==> src/design/slm_pkg.sv <==
// Shared types and constants for the four-channel sound level monitor.
// No dependencies; used by the controller, datapath, divider and checker.
package slm_pkg;

  localparam int NUM_CH   = 4;
  localparam int SMP_W    = 12;
  localparam int LVL_W    = 8;
  localparam int LIM_W    = 6;
  localparam int SUM_W    = 14;
  localparam int CNT_W    = 7;
  localparam int DIR_W    = 3;
  localparam int PROD_W   = SMP_W + LVL_W;
  localparam int DSTEP_W  = $clog2(SUM_W);
  localparam int CFG_IDX_W = 3;

  // ADC code flagged as spurious; also the full-scale divisor
  localparam logic [SMP_W-1:0] SPURIOUS   = '1;
  localparam logic [SMP_W-1:0] FULL_SCALE = '1;

  // Config reset values
  localparam logic [LVL_W-1:0] FLOOR_RST   = 8'd30;
  localparam logic [LVL_W-1:0] CEILING_RST = 8'd150;
  localparam logic [LVL_W-1:0] LOUD_RST    = 8'd90;
  localparam logic [LIM_W-1:0] LIMIT_RST   = 6'd20;
  localparam logic [LIM_W-1:0] AVGDIV_RST  = 6'd30;

  // Config register indexes
  localparam logic [CFG_IDX_W-1:0] CFG_FLOOR   = 3'd0;
  localparam logic [CFG_IDX_W-1:0] CFG_CEILING = 3'd1;
  localparam logic [CFG_IDX_W-1:0] CFG_LOUD    = 3'd2;
  localparam logic [CFG_IDX_W-1:0] CFG_LIMIT   = 3'd3;
  localparam logic [CFG_IDX_W-1:0] CFG_AVGDIV  = 3'd4;

  // Direction codes
  localparam logic [DIR_W-1:0] DIR_UNDECIDED = 3'd0;
  localparam logic [DIR_W-1:0] DIR_QUIET     = 3'd1;
  localparam logic [DIR_W-1:0] DIR_CH_BASE   = 3'd2;

  // Report kinds
  localparam logic KIND_WINDOW = 1'b0;
  localparam logic KIND_PERIOD = 1'b1;

  // Controller to datapath commands
  typedef struct packed {
    logic capture;    // input beat accepted: update min/max
    logic mul;        // form peak-to-peak products, clear window
    logic lvl;        // scale products to levels
    logic sum;        // accumulate sums, loud count
    logic dir;        // direction and status decision
    logic load_win;   // load window report
    logic last;       // last flag for the window report
    logic div_start;  // start the average dividers
    logic load_per;   // load period report, clear period state
  } cmd_t;

  // Datapath to controller status
  typedef struct packed {
    logic out_free;
    logic div_busy;
  } sts_t;

endpackage

==> src/design/slm_div.sv <==
// Bit-serial restoring divider: 14-bit sum by 6-bit divisor, one quotient
// bit per cycle. Depends on slm_pkg.
module slm_div (
  input  logic                         clk,
  input  logic                         rst_n,
  input  logic                         start,
  input  logic [slm_pkg::SUM_W-1:0]    dividend,
  input  logic [slm_pkg::LIM_W-1:0]    divisor,
  output logic                         busy,
  output logic [slm_pkg::SUM_W-1:0]    quotient
);

  logic [slm_pkg::SUM_W-1:0]   q_r;
  logic [slm_pkg::LIM_W-1:0]   rem_r;
  logic [slm_pkg::LIM_W-1:0]   dvs_r;
  logic [slm_pkg::DSTEP_W-1:0] cnt_r;
  logic                        busy_r;

  logic [slm_pkg::LIM_W:0]     trial;
  logic                        ge;
  logic [slm_pkg::LIM_W:0]     diff;
  logic [slm_pkg::LIM_W-1:0]   rem_nxt;

  // One restoring step
  always_comb begin
    trial   = {rem_r, q_r[slm_pkg::SUM_W-1]};
    ge      = (trial >= {1'b0, dvs_r});
    diff    = trial - {1'b0, dvs_r};
    rem_nxt = ge ? diff[slm_pkg::LIM_W-1:0] : trial[slm_pkg::LIM_W-1:0];
  end

  // Iteration registers; zero divisor counts as one
  always_ff @(posedge clk) begin
    if (!rst_n) begin
      busy_r <= 1'b0;
      cnt_r  <= '0;
    end else if (start) begin
      busy_r <= 1'b1;
      cnt_r  <= '0;
      q_r    <= dividend;
      rem_r  <= '0;
      dvs_r  <= (divisor == '0) ? slm_pkg::LIM_W'(1) : divisor;
    end else if (busy_r) begin
      q_r   <= {q_r[slm_pkg::SUM_W-2:0], ge};
      rem_r <= rem_nxt;
      if (cnt_r == slm_pkg::DSTEP_W'(slm_pkg::SUM_W - 1)) begin
        busy_r <= 1'b0;
      end else begin
        cnt_r <= cnt_r + 1'b1;
      end
    end
  end

  assign busy     = busy_r;
  assign quotient = q_r;

endmodule

==> src/design/slm_dp.sv <==
// Datapath: config registers, window min/max, level scaling, period sums,
// direction/status, output register and average dividers.
// Depends on slm_pkg and slm_div.
module slm_dp (
  input  logic                              clk,
  input  logic                              rst_n,
  input  slm_pkg::cmd_t                     cmd,
  output slm_pkg::sts_t                     sts,
  input  logic                              cfg_valid,
  output logic                              cfg_ready,
  input  logic [slm_pkg::CFG_IDX_W-1:0]     cfg_index,
  input  logic [slm_pkg::LVL_W-1:0]         cfg_data,
  input  logic [slm_pkg::SMP_W-1:0]         in_sample_ch1,
  input  logic [slm_pkg::SMP_W-1:0]         in_sample_ch2,
  input  logic [slm_pkg::SMP_W-1:0]         in_sample_ch3,
  input  logic [slm_pkg::SMP_W-1:0]         in_sample_ch4,
  output logic                              out_valid,
  input  logic                              out_stall,
  output logic                              out_report_kind,
  output logic [slm_pkg::LVL_W-1:0]         out_level_ch1,
  output logic [slm_pkg::LVL_W-1:0]         out_level_ch2,
  output logic [slm_pkg::LVL_W-1:0]         out_level_ch3,
  output logic [slm_pkg::LVL_W-1:0]         out_level_ch4,
  output logic                              out_loud_status,
  output logic [slm_pkg::DIR_W-1:0]         out_direction,
  output logic                              out_last
);

  localparam int NCH = slm_pkg::NUM_CH;

  // Config registers
  logic [slm_pkg::LVL_W-1:0] floor_r, ceil_r, loud_lvl_r;
  logic [slm_pkg::LIM_W-1:0] limit_r, avg_div_r;

  // Window, period and pipeline state
  logic [slm_pkg::SMP_W-1:0]  max_r  [NCH];
  logic [slm_pkg::SMP_W-1:0]  min_r  [NCH];
  logic [slm_pkg::PROD_W-1:0] prod_r [NCH];
  logic [NCH-1:0]             empty_r;
  logic [slm_pkg::LVL_W-1:0]  lvl_r  [NCH];
  logic [slm_pkg::SUM_W-1:0]  sum_r  [NCH];
  logic [slm_pkg::CNT_W-1:0]  cnt_r;
  logic [slm_pkg::DIR_W-1:0]  dir_r;
  logic                       status_r;

  // Output register
  logic                       out_valid_r;
  logic                       kind_r;
  logic [slm_pkg::LVL_W-1:0]  olvl_r [NCH];
  logic                       ostatus_r;
  logic [slm_pkg::DIR_W-1:0]  odir_r;
  logic                       olast_r;

  logic [slm_pkg::SMP_W-1:0]  smp      [NCH];
  logic [slm_pkg::LVL_W-1:0]  span;
  logic [slm_pkg::PROD_W-1:0] prod_nxt [NCH];
  logic [slm_pkg::LVL_W-1:0]  lvl_nxt  [NCH];
  logic [slm_pkg::SUM_W-1:0]  sum_nxt  [NCH];
  logic [slm_pkg::LVL_W-1:0]  avg      [NCH];
  logic [slm_pkg::SUM_W-1:0]  quot     [NCH];
  logic [NCH-1:0]             busy;
  logic                       loud;
  logic                       top_found;
  logic [slm_pkg::DIR_W-1:0]  top_dir;
  logic                       status_nxt;
  logic [slm_pkg::DIR_W-1:0]  dir_nxt;

  assign smp[0] = in_sample_ch1;
  assign smp[1] = in_sample_ch2;
  assign smp[2] = in_sample_ch3;
  assign smp[3] = in_sample_ch4;

  assign cfg_ready = 1'b1;

  // Config writes; indexes past the list are dropped
  always_ff @(posedge clk) begin
    if (!rst_n) begin
      floor_r    <= slm_pkg::FLOOR_RST;
      ceil_r     <= slm_pkg::CEILING_RST;
      loud_lvl_r <= slm_pkg::LOUD_RST;
      limit_r    <= slm_pkg::LIMIT_RST;
      avg_div_r  <= slm_pkg::AVGDIV_RST;
    end else if (cfg_valid) begin
      unique case (cfg_index)
        slm_pkg::CFG_FLOOR:   floor_r    <= cfg_data;
        slm_pkg::CFG_CEILING: ceil_r     <= cfg_data;
        slm_pkg::CFG_LOUD:    loud_lvl_r <= cfg_data;
        slm_pkg::CFG_LIMIT:   limit_r    <= cfg_data[slm_pkg::LIM_W-1:0];
        slm_pkg::CFG_AVGDIV:  avg_div_r  <= cfg_data[slm_pkg::LIM_W-1:0];
        default: ;
      endcase
    end
  end

  // Span of the level range; inverted range collapses to floor
  assign span = (ceil_r >= floor_r) ? (ceil_r - floor_r) : '0;

  // Peak-to-peak times span, then divide by full scale
  always_comb begin
    logic [slm_pkg::SMP_W-1:0]   pp;
    logic [slm_pkg::LVL_W-1:0]   q0;
    logic [slm_pkg::SMP_W:0]     r;
    logic [slm_pkg::LVL_W-1:0]   q;
    logic [slm_pkg::SUM_W:0]     s;
    for (int c = 0; c < NCH; c++) begin
      pp          = max_r[c] - min_r[c];
      prod_nxt[c] = {{slm_pkg::LVL_W{1'b0}}, pp} * {{slm_pkg::SMP_W{1'b0}}, span};
      // x / 4095: x >> 12 plus one correction step
      q0 = prod_r[c][slm_pkg::PROD_W-1:slm_pkg::SMP_W];
      r  = {1'b0, prod_r[c][slm_pkg::SMP_W-1:0]} + (slm_pkg::SMP_W+1)'(q0);
      q  = q0 + ((r >= {1'b0, slm_pkg::FULL_SCALE}) ? slm_pkg::LVL_W'(1) : '0);
      lvl_nxt[c] = empty_r[c] ? floor_r : floor_r + q;
      // Saturating sum
      s = {1'b0, sum_r[c]} + (slm_pkg::SUM_W+1)'(lvl_r[c]);
      sum_nxt[c] = s[slm_pkg::SUM_W] ? '1 : s[slm_pkg::SUM_W-1:0];
      avg[c] = (|quot[c][slm_pkg::SUM_W-1:slm_pkg::LVL_W]) ? '1
                                                           : quot[c][slm_pkg::LVL_W-1:0];
    end
  end

  // Loud window: any level above the threshold
  always_comb begin
    loud = 1'b0;
    for (int c = 0; c < NCH; c++) begin
      if (lvl_r[c] > loud_lvl_r) loud = 1'b1;
    end
  end

  // First channel whose sum strictly beats all others
  always_comb begin
    logic top;
    top_found = 1'b0;
    top_dir   = slm_pkg::DIR_UNDECIDED;
    for (int c = 0; c < NCH; c++) begin
      top = 1'b1;
      for (int k = 0; k < NCH; k++) begin
        if (k != c && sum_r[c] <= sum_r[k]) top = 1'b0;
      end
      if (top && !top_found) begin
        top_found = 1'b1;
        top_dir   = slm_pkg::DIR_CH_BASE + slm_pkg::DIR_W'(c);
      end
    end
    status_nxt = (cnt_r > {1'b0, limit_r});
    if (!status_nxt) begin
      dir_nxt = slm_pkg::DIR_QUIET;
    end else if (top_found) begin
      dir_nxt = top_dir;
    end else begin
      dir_nxt = dir_r;
    end
  end

  // Window min/max and level pipeline
  always_ff @(posedge clk) begin
    if (!rst_n) begin
      for (int c = 0; c < NCH; c++) begin
        max_r[c] <= '0;
        min_r[c] <= slm_pkg::SPURIOUS;
      end
    end else if (cmd.mul) begin
      for (int c = 0; c < NCH; c++) begin
        prod_r[c]  <= prod_nxt[c];
        empty_r[c] <= (min_r[c] > max_r[c]);
        max_r[c]   <= '0;
        min_r[c]   <= slm_pkg::SPURIOUS;
      end
    end else if (cmd.capture) begin
      for (int c = 0; c < NCH; c++) begin
        if (smp[c] != slm_pkg::SPURIOUS) begin
          if (smp[c] > max_r[c]) max_r[c] <= smp[c];
          if (smp[c] < min_r[c]) min_r[c] <= smp[c];
        end
      end
    end
    if (cmd.lvl) begin
      for (int c = 0; c < NCH; c++) lvl_r[c] <= lvl_nxt[c];
    end
  end

  // Period state
  always_ff @(posedge clk) begin
    if (!rst_n) begin
      for (int c = 0; c < NCH; c++) sum_r[c] <= '0;
      cnt_r    <= '0;
      dir_r    <= slm_pkg::DIR_UNDECIDED;
      status_r <= 1'b0;
    end else if (cmd.load_per) begin
      for (int c = 0; c < NCH; c++) sum_r[c] <= '0;
      cnt_r    <= '0;
      dir_r    <= slm_pkg::DIR_UNDECIDED;
      status_r <= 1'b0;
    end else if (cmd.sum) begin
      for (int c = 0; c < NCH; c++) sum_r[c] <= sum_nxt[c];
      if (loud && cnt_r != '1) cnt_r <= cnt_r + 1'b1;
    end else if (cmd.dir) begin
      dir_r    <= dir_nxt;
      status_r <= status_nxt;
    end
  end

  // Period averages, one divider per channel
  for (genvar g = 0; g < NCH; g++) begin : g_div
    slm_div u_div (
      .clk      (clk),
      .rst_n    (rst_n),
      .start    (cmd.div_start),
      .dividend (sum_r[g]),
      .divisor  (avg_div_r),
      .busy     (busy[g]),
      .quotient (quot[g])
    );
  end

  // Output register
  always_ff @(posedge clk) begin
    if (!rst_n) begin
      out_valid_r <= 1'b0;
    end else if (cmd.load_win || cmd.load_per) begin
      out_valid_r <= 1'b1;
    end else if (!out_stall) begin
      out_valid_r <= 1'b0;
    end
    if (cmd.load_win) begin
      kind_r    <= slm_pkg::KIND_WINDOW;
      for (int c = 0; c < NCH; c++) olvl_r[c] <= lvl_r[c];
      ostatus_r <= status_r;
      odir_r    <= dir_r;
      olast_r   <= cmd.last;
    end else if (cmd.load_per) begin
      kind_r    <= slm_pkg::KIND_PERIOD;
      for (int c = 0; c < NCH; c++) olvl_r[c] <= avg[c];
      ostatus_r <= status_r;
      odir_r    <= dir_r;
      olast_r   <= 1'b1;
    end
  end

  assign sts.out_free = !out_valid_r || !out_stall;
  assign sts.div_busy = |busy;

  assign out_valid       = out_valid_r;
  assign out_report_kind = kind_r;
  assign out_level_ch1   = olvl_r[0];
  assign out_level_ch2   = olvl_r[1];
  assign out_level_ch3   = olvl_r[2];
  assign out_level_ch4   = olvl_r[3];
  assign out_loud_status = ostatus_r;
  assign out_direction   = odir_r;
  assign out_last        = olast_r;

endmodule

==> src/design/slm_ctrl.sv <==
// Controller: sequences window close and period close steps of the datapath.
// Depends on slm_pkg.
module slm_ctrl (
  input  logic           clk,
  input  logic           rst_n,
  input  logic           in_valid,
  input  logic           in_window_end,
  input  logic           in_period_end,
  output logic           in_stall,
  input  slm_pkg::sts_t  sts,
  output slm_pkg::cmd_t  cmd
);

  typedef enum logic [3:0] {
    S_IDLE, S_MUL, S_LVL, S_SUM, S_DIR, S_WOUT, S_DIV, S_DWAIT, S_POUT
  } state_t;

  state_t state_r;
  logic   pend_r;
  logic   accept;

  assign in_stall = (state_r != S_IDLE);
  assign accept   = in_valid && !in_stall;

  // State and period-close flag
  always_ff @(posedge clk) begin
    if (!rst_n) begin
      state_r <= S_IDLE;
      pend_r  <= 1'b0;
    end else begin
      unique case (state_r)
        S_IDLE: begin
          if (accept && (in_window_end || in_period_end)) begin
            state_r <= S_MUL;
            pend_r  <= in_period_end;
          end
        end
        S_MUL:  state_r <= S_LVL;
        S_LVL:  state_r <= S_SUM;
        S_SUM:  state_r <= S_DIR;
        S_DIR:  state_r <= S_WOUT;
        S_WOUT: begin
          if (sts.out_free) state_r <= pend_r ? S_DIV : S_IDLE;
        end
        S_DIV:  state_r <= S_DWAIT;
        S_DWAIT: begin
          if (!sts.div_busy) state_r <= S_POUT;
        end
        S_POUT: begin
          if (sts.out_free) state_r <= S_IDLE;
        end
        default: state_r <= S_IDLE;
      endcase
    end
  end

  // Command decode
  always_comb begin
    cmd           = '0;
    cmd.capture   = accept;
    cmd.mul       = (state_r == S_MUL);
    cmd.lvl       = (state_r == S_LVL);
    cmd.sum       = (state_r == S_SUM);
    cmd.dir       = (state_r == S_DIR);
    cmd.load_win  = (state_r == S_WOUT) && sts.out_free;
    cmd.last      = !pend_r;
    cmd.div_start = (state_r == S_DIV);
    cmd.load_per  = (state_r == S_POUT) && sts.out_free;
  end

endmodule

==> src/design/four_channel_sound_level_monitor.sv <==
// Top level of the four-channel sound level monitor.
// Depends on slm_pkg, slm_ctrl, slm_dp (and slm_div through slm_dp).

// Takes one beat of four 12-bit samples per clock while no window is
// closing. A beat with window_end or period_end stalls the input while
// the close steps run (product, scale, sum, decision, report load), and
// longer if the output is held. A period close then adds the 14-step
// bit-serial average dividers and the period report. The output register
// lets the next beat be taken while a report waits. Config writes are taken
// in any cycle (cfg_ready is tied high) and are meant for idle periods.
module four_channel_sound_level_monitor (
  input  logic                             clk,
  input  logic                             rst_n,
  input  logic                             in_valid,
  output logic                             in_stall,
  input  logic [slm_pkg::SMP_W-1:0]        in_sample_ch1,
  input  logic [slm_pkg::SMP_W-1:0]        in_sample_ch2,
  input  logic [slm_pkg::SMP_W-1:0]        in_sample_ch3,
  input  logic [slm_pkg::SMP_W-1:0]        in_sample_ch4,
  input  logic                             in_window_end,
  input  logic                             in_period_end,
  output logic                             out_valid,
  input  logic                             out_stall,
  output logic                             out_report_kind,
  output logic [slm_pkg::LVL_W-1:0]        out_level_ch1,
  output logic [slm_pkg::LVL_W-1:0]        out_level_ch2,
  output logic [slm_pkg::LVL_W-1:0]        out_level_ch3,
  output logic [slm_pkg::LVL_W-1:0]        out_level_ch4,
  output logic                             out_loud_status,
  output logic [slm_pkg::DIR_W-1:0]        out_direction,
  output logic                             out_last,
  input  logic                             cfg_valid,
  output logic                             cfg_ready,
  input  logic [slm_pkg::CFG_IDX_W-1:0]    cfg_index,
  input  logic [slm_pkg::LVL_W-1:0]        cfg_data
);

  slm_pkg::cmd_t cmd;
  slm_pkg::sts_t sts;

  // Sequencer
  slm_ctrl u_ctrl (
    .clk           (clk),
    .rst_n         (rst_n),
    .in_valid      (in_valid),
    .in_window_end (in_window_end),
    .in_period_end (in_period_end),
    .in_stall      (in_stall),
    .sts           (sts),
    .cmd           (cmd)
  );

  // Datapath
  slm_dp u_dp (
    .clk             (clk),
    .rst_n           (rst_n),
    .cmd             (cmd),
    .sts             (sts),
    .cfg_valid       (cfg_valid),
    .cfg_ready       (cfg_ready),
    .cfg_index       (cfg_index),
    .cfg_data        (cfg_data),
    .in_sample_ch1   (in_sample_ch1),
    .in_sample_ch2   (in_sample_ch2),
    .in_sample_ch3   (in_sample_ch3),
    .in_sample_ch4   (in_sample_ch4),
    .out_valid       (out_valid),
    .out_stall       (out_stall),
    .out_report_kind (out_report_kind),
    .out_level_ch1   (out_level_ch1),
    .out_level_ch2   (out_level_ch2),
    .out_level_ch3   (out_level_ch3),
    .out_level_ch4   (out_level_ch4),
    .out_loud_status (out_loud_status),
    .out_direction   (out_direction),
    .out_last        (out_last)
  );

endmodule

==> config.mk <==
export PLATFORM = sky130hd
export DESIGN_NAME = four_channel_sound_level_monitor
export DESIGN_NICKNAME = d
export VERILOG_FILES = /design/src/design/slm_pkg.sv /design/src/design/slm_div.sv /design/src/design/slm_dp.sv /design/src/design/slm_ctrl.sv /design/src/design/four_channel_sound_level_monitor.sv
export SDC_FILE = /design/constraint.sdc
export NUM_CORES = 2
export LEC_CHECK = 0
export BUFFER_PORTS_ARGS = -buffer_cell sky130_fd_sc_hd__buf_4
export CAP_MARGIN = 0
export CORE_AREA = 2 2 374 376
export CTS_CLUSTER_SIZE = 8
export DETAILED_ROUTE_END_ITERATION = 16
export DIE_AREA = 0 0 376 378
export PLACE_DENSITY = 0.5
export RECOVER_POWER = 100
export SLEW_MARGIN = 20
export SYNTH_ARGS = -nofsm -noshare
export SYNTH_HDL_FRONTEND = slang
export SYNTH_SLANG_ARGS = --single-unit
==> constraint.sdc <==
create_clock -name clk -period 8.96 [get_ports clk]
set_input_delay 0.448 -clock clk [delete_from_list [all_inputs] [get_ports clk]]
set_output_delay 0.448 -clock clk [all_outputs]
set_load 0.05 [all_outputs]
==> results.toml <==
[outcome]
status = "finished with violations"
violations = "max-capacitance violations, max-slew violations"

[synth]
synthesis.nets = 5257
ys.flop_type = "edfxtp_1"
synth_seq_cells = 465
yosysUniqueCellTypes = 85
yosysWarnings = 0
syn_area_per_cell_um2 = 9.421
ys_seq_area_share_pct = 31.16
syn-instance-count = 4375
async_flop_share_pct = 0
netlist_area_um2 = 41220
synth_edf_count = 353

[critical_path]
critPathSlowestCell = "nand2b_1"
reg2reg_from = "u_dp.floor_r[2]"
worstSetupEndpointType = "register"
critPathLaunch = "u_dp.floor_r[2]"
cp_max_fo = 34
ff2ff_setup_slack_ns = 0.97
cp.required_ns = 9.34
slowest_delay_ns = 1.26
critPathTopFamily = "compound AO/OA/AOI/OAI gates"
crit_buf_inv = 4
crit_top_cell = "a21o_1"
worstRegToRegCells = 26
worstSetupPathType = "reg -> reg"
startpoint_type = "register"
worstPathArrival_ns = 8.36
timing.rr.end = "u_dp.prod_r[3][19]"

[global_route]
grt_pass1_vias = 29930
grt_pass1_wl_um = 169600
grt_usage_pct = 15.18
antenna_found_initial = 11
grt_overflow_total = 0
grt_max_degree = 69

[clocking]
cts_root_buf = "clkbuf_16"
clockBufferDepth = 3
h-tree-depth = 3
clock_sinks = 465
cts_setup_buffers = 0
cts_resized = 0
cts_tree = "done"
hold_buffers = 0
clk_latency_ns = 0.67
clkTransAtPathRegs_ns = 0.05
cts_made_buffers = 68

[floorplan]
fp.dieH_um = 378
core_um2 = 138500
num_rows = 137
initial_core_util_pct = 29.76
die_w_um = 376
io-pin-count = 107
die-area_um2 = 142100

[worst_hold_path]
worstHoldStart = "in_sample_ch3[0]"
holdCritPathClass = "in -> reg"
hold_path_depth = 3
hold_end = "u_dp.min_r[2][0]"

[sta]
final.setup.tns_ns = 0
drv_slew = 461
clock.fmax_mhz = 125.2
hold_viol = 0
finClkSkew_ns = 0.02583
min_period_over_period_pct = 89.14
tightest_slew_ns = 3.775
rsz0062_at_grt = "false"
setup_viol = 0
post-route-min-period_ns = 7.987
slew_headroom_pct = -151.7

[job]
drv_cap = 11

[layout]
final_common_cell = "inv_1"
stdcell_count = 6329
num-nets-final = 5353
mostFrequentLayoutCells = "609 x inv_1, 551 x ha_1, 502 x nor2_1"
area_growth_pct = 11.36
drive_gt1_share_pct = 5.618

[placement]
dpl.cell_count = 6208
place.gp.congestion = 0.8569
portBuffers = 105
dp_hpwl_um = 84310

[detailed_routing]
avgRoutedWirePerCell_um = 16.97
drc = 0
routed_wl_um = 107400
drt_iter0_drc = 1667
firstDrtPassIters = 5
via_count = 30210
ant_nets = 0
viasPerCell = 4.773
metal layers:
| metal | up-vias | global-route usage (%) | share of wire, % |
|---|---|---|---|
| met5 | - | 0 | 0.10 |
| met4 | 16 | 3.698 | 2.3 |
| met3 | 155 | 3.152 | 5.2 |
| met2 | 540 | 23.62 | 44 |
| met1 | 14410 | 21.43 | 49 |
| li1 | 15090 | - | - |
cell type report:
class	instances	area (µm²)
antenna	1	2.502
clock buffer	114	1927
clock inverter	6	103.9
fill	14480	92610
inverter	610	2290
multi-input combinational	3180	25580
sequential	465	12840
tap	1807	2261
timing repair buffer	146	892.1
synthesized netlist by cell type (all sizes together), types with 10 or more instances:
cell	count	area [µm²]
nor2	502	1884
nor3	50	250.2
dfxtp	112	2242
nand2	304	1144
nor2b	61	381.6
and2	39	244.0
o211ai	32	245.2
fa	265	5305
o21bai	28	210.2
a21o	111	833.3
or3	13	81.33
ha	551	6894
edfxtp	353	10600
nand2b	67	419.2
o22a	32	280.3
o31ai	10	75.07
xor2	73	639.4
a211oi	18	135.1
or2	66	412.9
clkbuf	79	296.5
a2111oi	10	93.84
and3	23	143.9
a21boi	31	232.7
nand3	88	440.4
nor4	17	106.4
xnor2	136	1217
a31oi	20	125.1
a21oi	250	1262
buf	41	201.4
o21a	32	240.2
o21ai	183	915.9
inv	609	2286
nand4	64	400.4
mux2	11	123.9
through the flow:
stage	cell area [µm²]	setup WS [ns]	util (%)	hold slack, ns
3_5_place_dp	44160	1.277	31.88	0.4340
5_1_grt	45890	0.4387	33.14	0.02738
6_report	45900	0.9728	33.14	0.05733
4_1_cts	46190	1.245	33.35	0.0009887
3_3_place_gp	44160	1.410	31.88	0.4293
2_1_floorplan	41220	1.963	-	0.4080
kinds of logic (layout without fill, tap and decap cells):
logic type,after synthesis,count (layout),share of synthesized area (%)
compound gates,820,820,12.72
xor+xnor,209,209,4.505
fa+ha+maj,816,816,29.60
buf+inv,730,876,6.764
flops,465,465,31.16
mux,20,20,0.5191
other cells,1,2,0.009098
simple gates,1314,1314,14.73
worst register-to-register path: stages (launching register included):
cell and delay (ns):
dfxtp_1 0.54, inv_1 0.12, ha_1 0.34, nor2b_1 0.14, o21ai_0 0.19, a21boi_0 0.15, o21ai_0 0.21, nand3b_1 0.10
a21o_1 0.19, a21o_1 0.24, nand2b_1 1.26, buf_4 0.40, nor2_1 0.09, fa_1 0.49, fa_1 0.49, inv_1 0.05
fa_1 0.52, inv_1 0.04, ha_1 0.33, a21o_1 0.20, a21o_1 0.21, or3_1 0.32, o211a_1 0.22, o21a_1 0.18
o21a_1 0.19, o41ai_1 0.37, xnor2_1 0.14
worst max path at each step:
stage / endpoint / slack, ns / depth (start not counted)
2_1_floorplan: u_dp.prod_r[1][19] / 1.96 / 29
3_3_place_gp: u_dp.prod_r[0][19] / 1.41 / 28
3_5_place_dp: u_dp.prod_r[3][19] / 1.28 / 27
4_1_cts: u_dp.prod_r[3][19] / 1.25 / 27
5_1_grt: u_dp.prod_r[3][19] / 0.44 / 26
6_report: u_dp.prod_r[3][19] / 0.97 / 26
flip-flops by register name (all words and copies together), names as in the netlist, 3 cells and up:
register                   flops
u_dp.avg_div_r                 6
u_dp.g_div.u_div.quotient     56
u_dp.empty_r                   4
u_dp.floor_r                   8
u_dp.dir_r                     3
u_dp.sum_r                    56
u_ctrl.state_r                 4
u_dp.g_div.u_div.rem_r        24
u_dp.loud_lvl_r                8
u_dp.g_div.u_div.dvs_r         6
u_dp.max_r                    48
u_dp.lvl_r                    32
u_dp.cnt_r                     7
u_dp.prod_r                   80
u_dp.g_div.u_div.cnt_r        16
u_dp.ceil_r                    8
u_dp.out_direction             3
u_dp.min_r                    48
u_dp.limit_r                   6
u_dp.g_div.u_div.busy          4
u_dp.olvl_r                   32
Power is left out: the tool's default activity adds up to more than one toggle a clock period on the data nets, which glitch-free logic cannot reach.
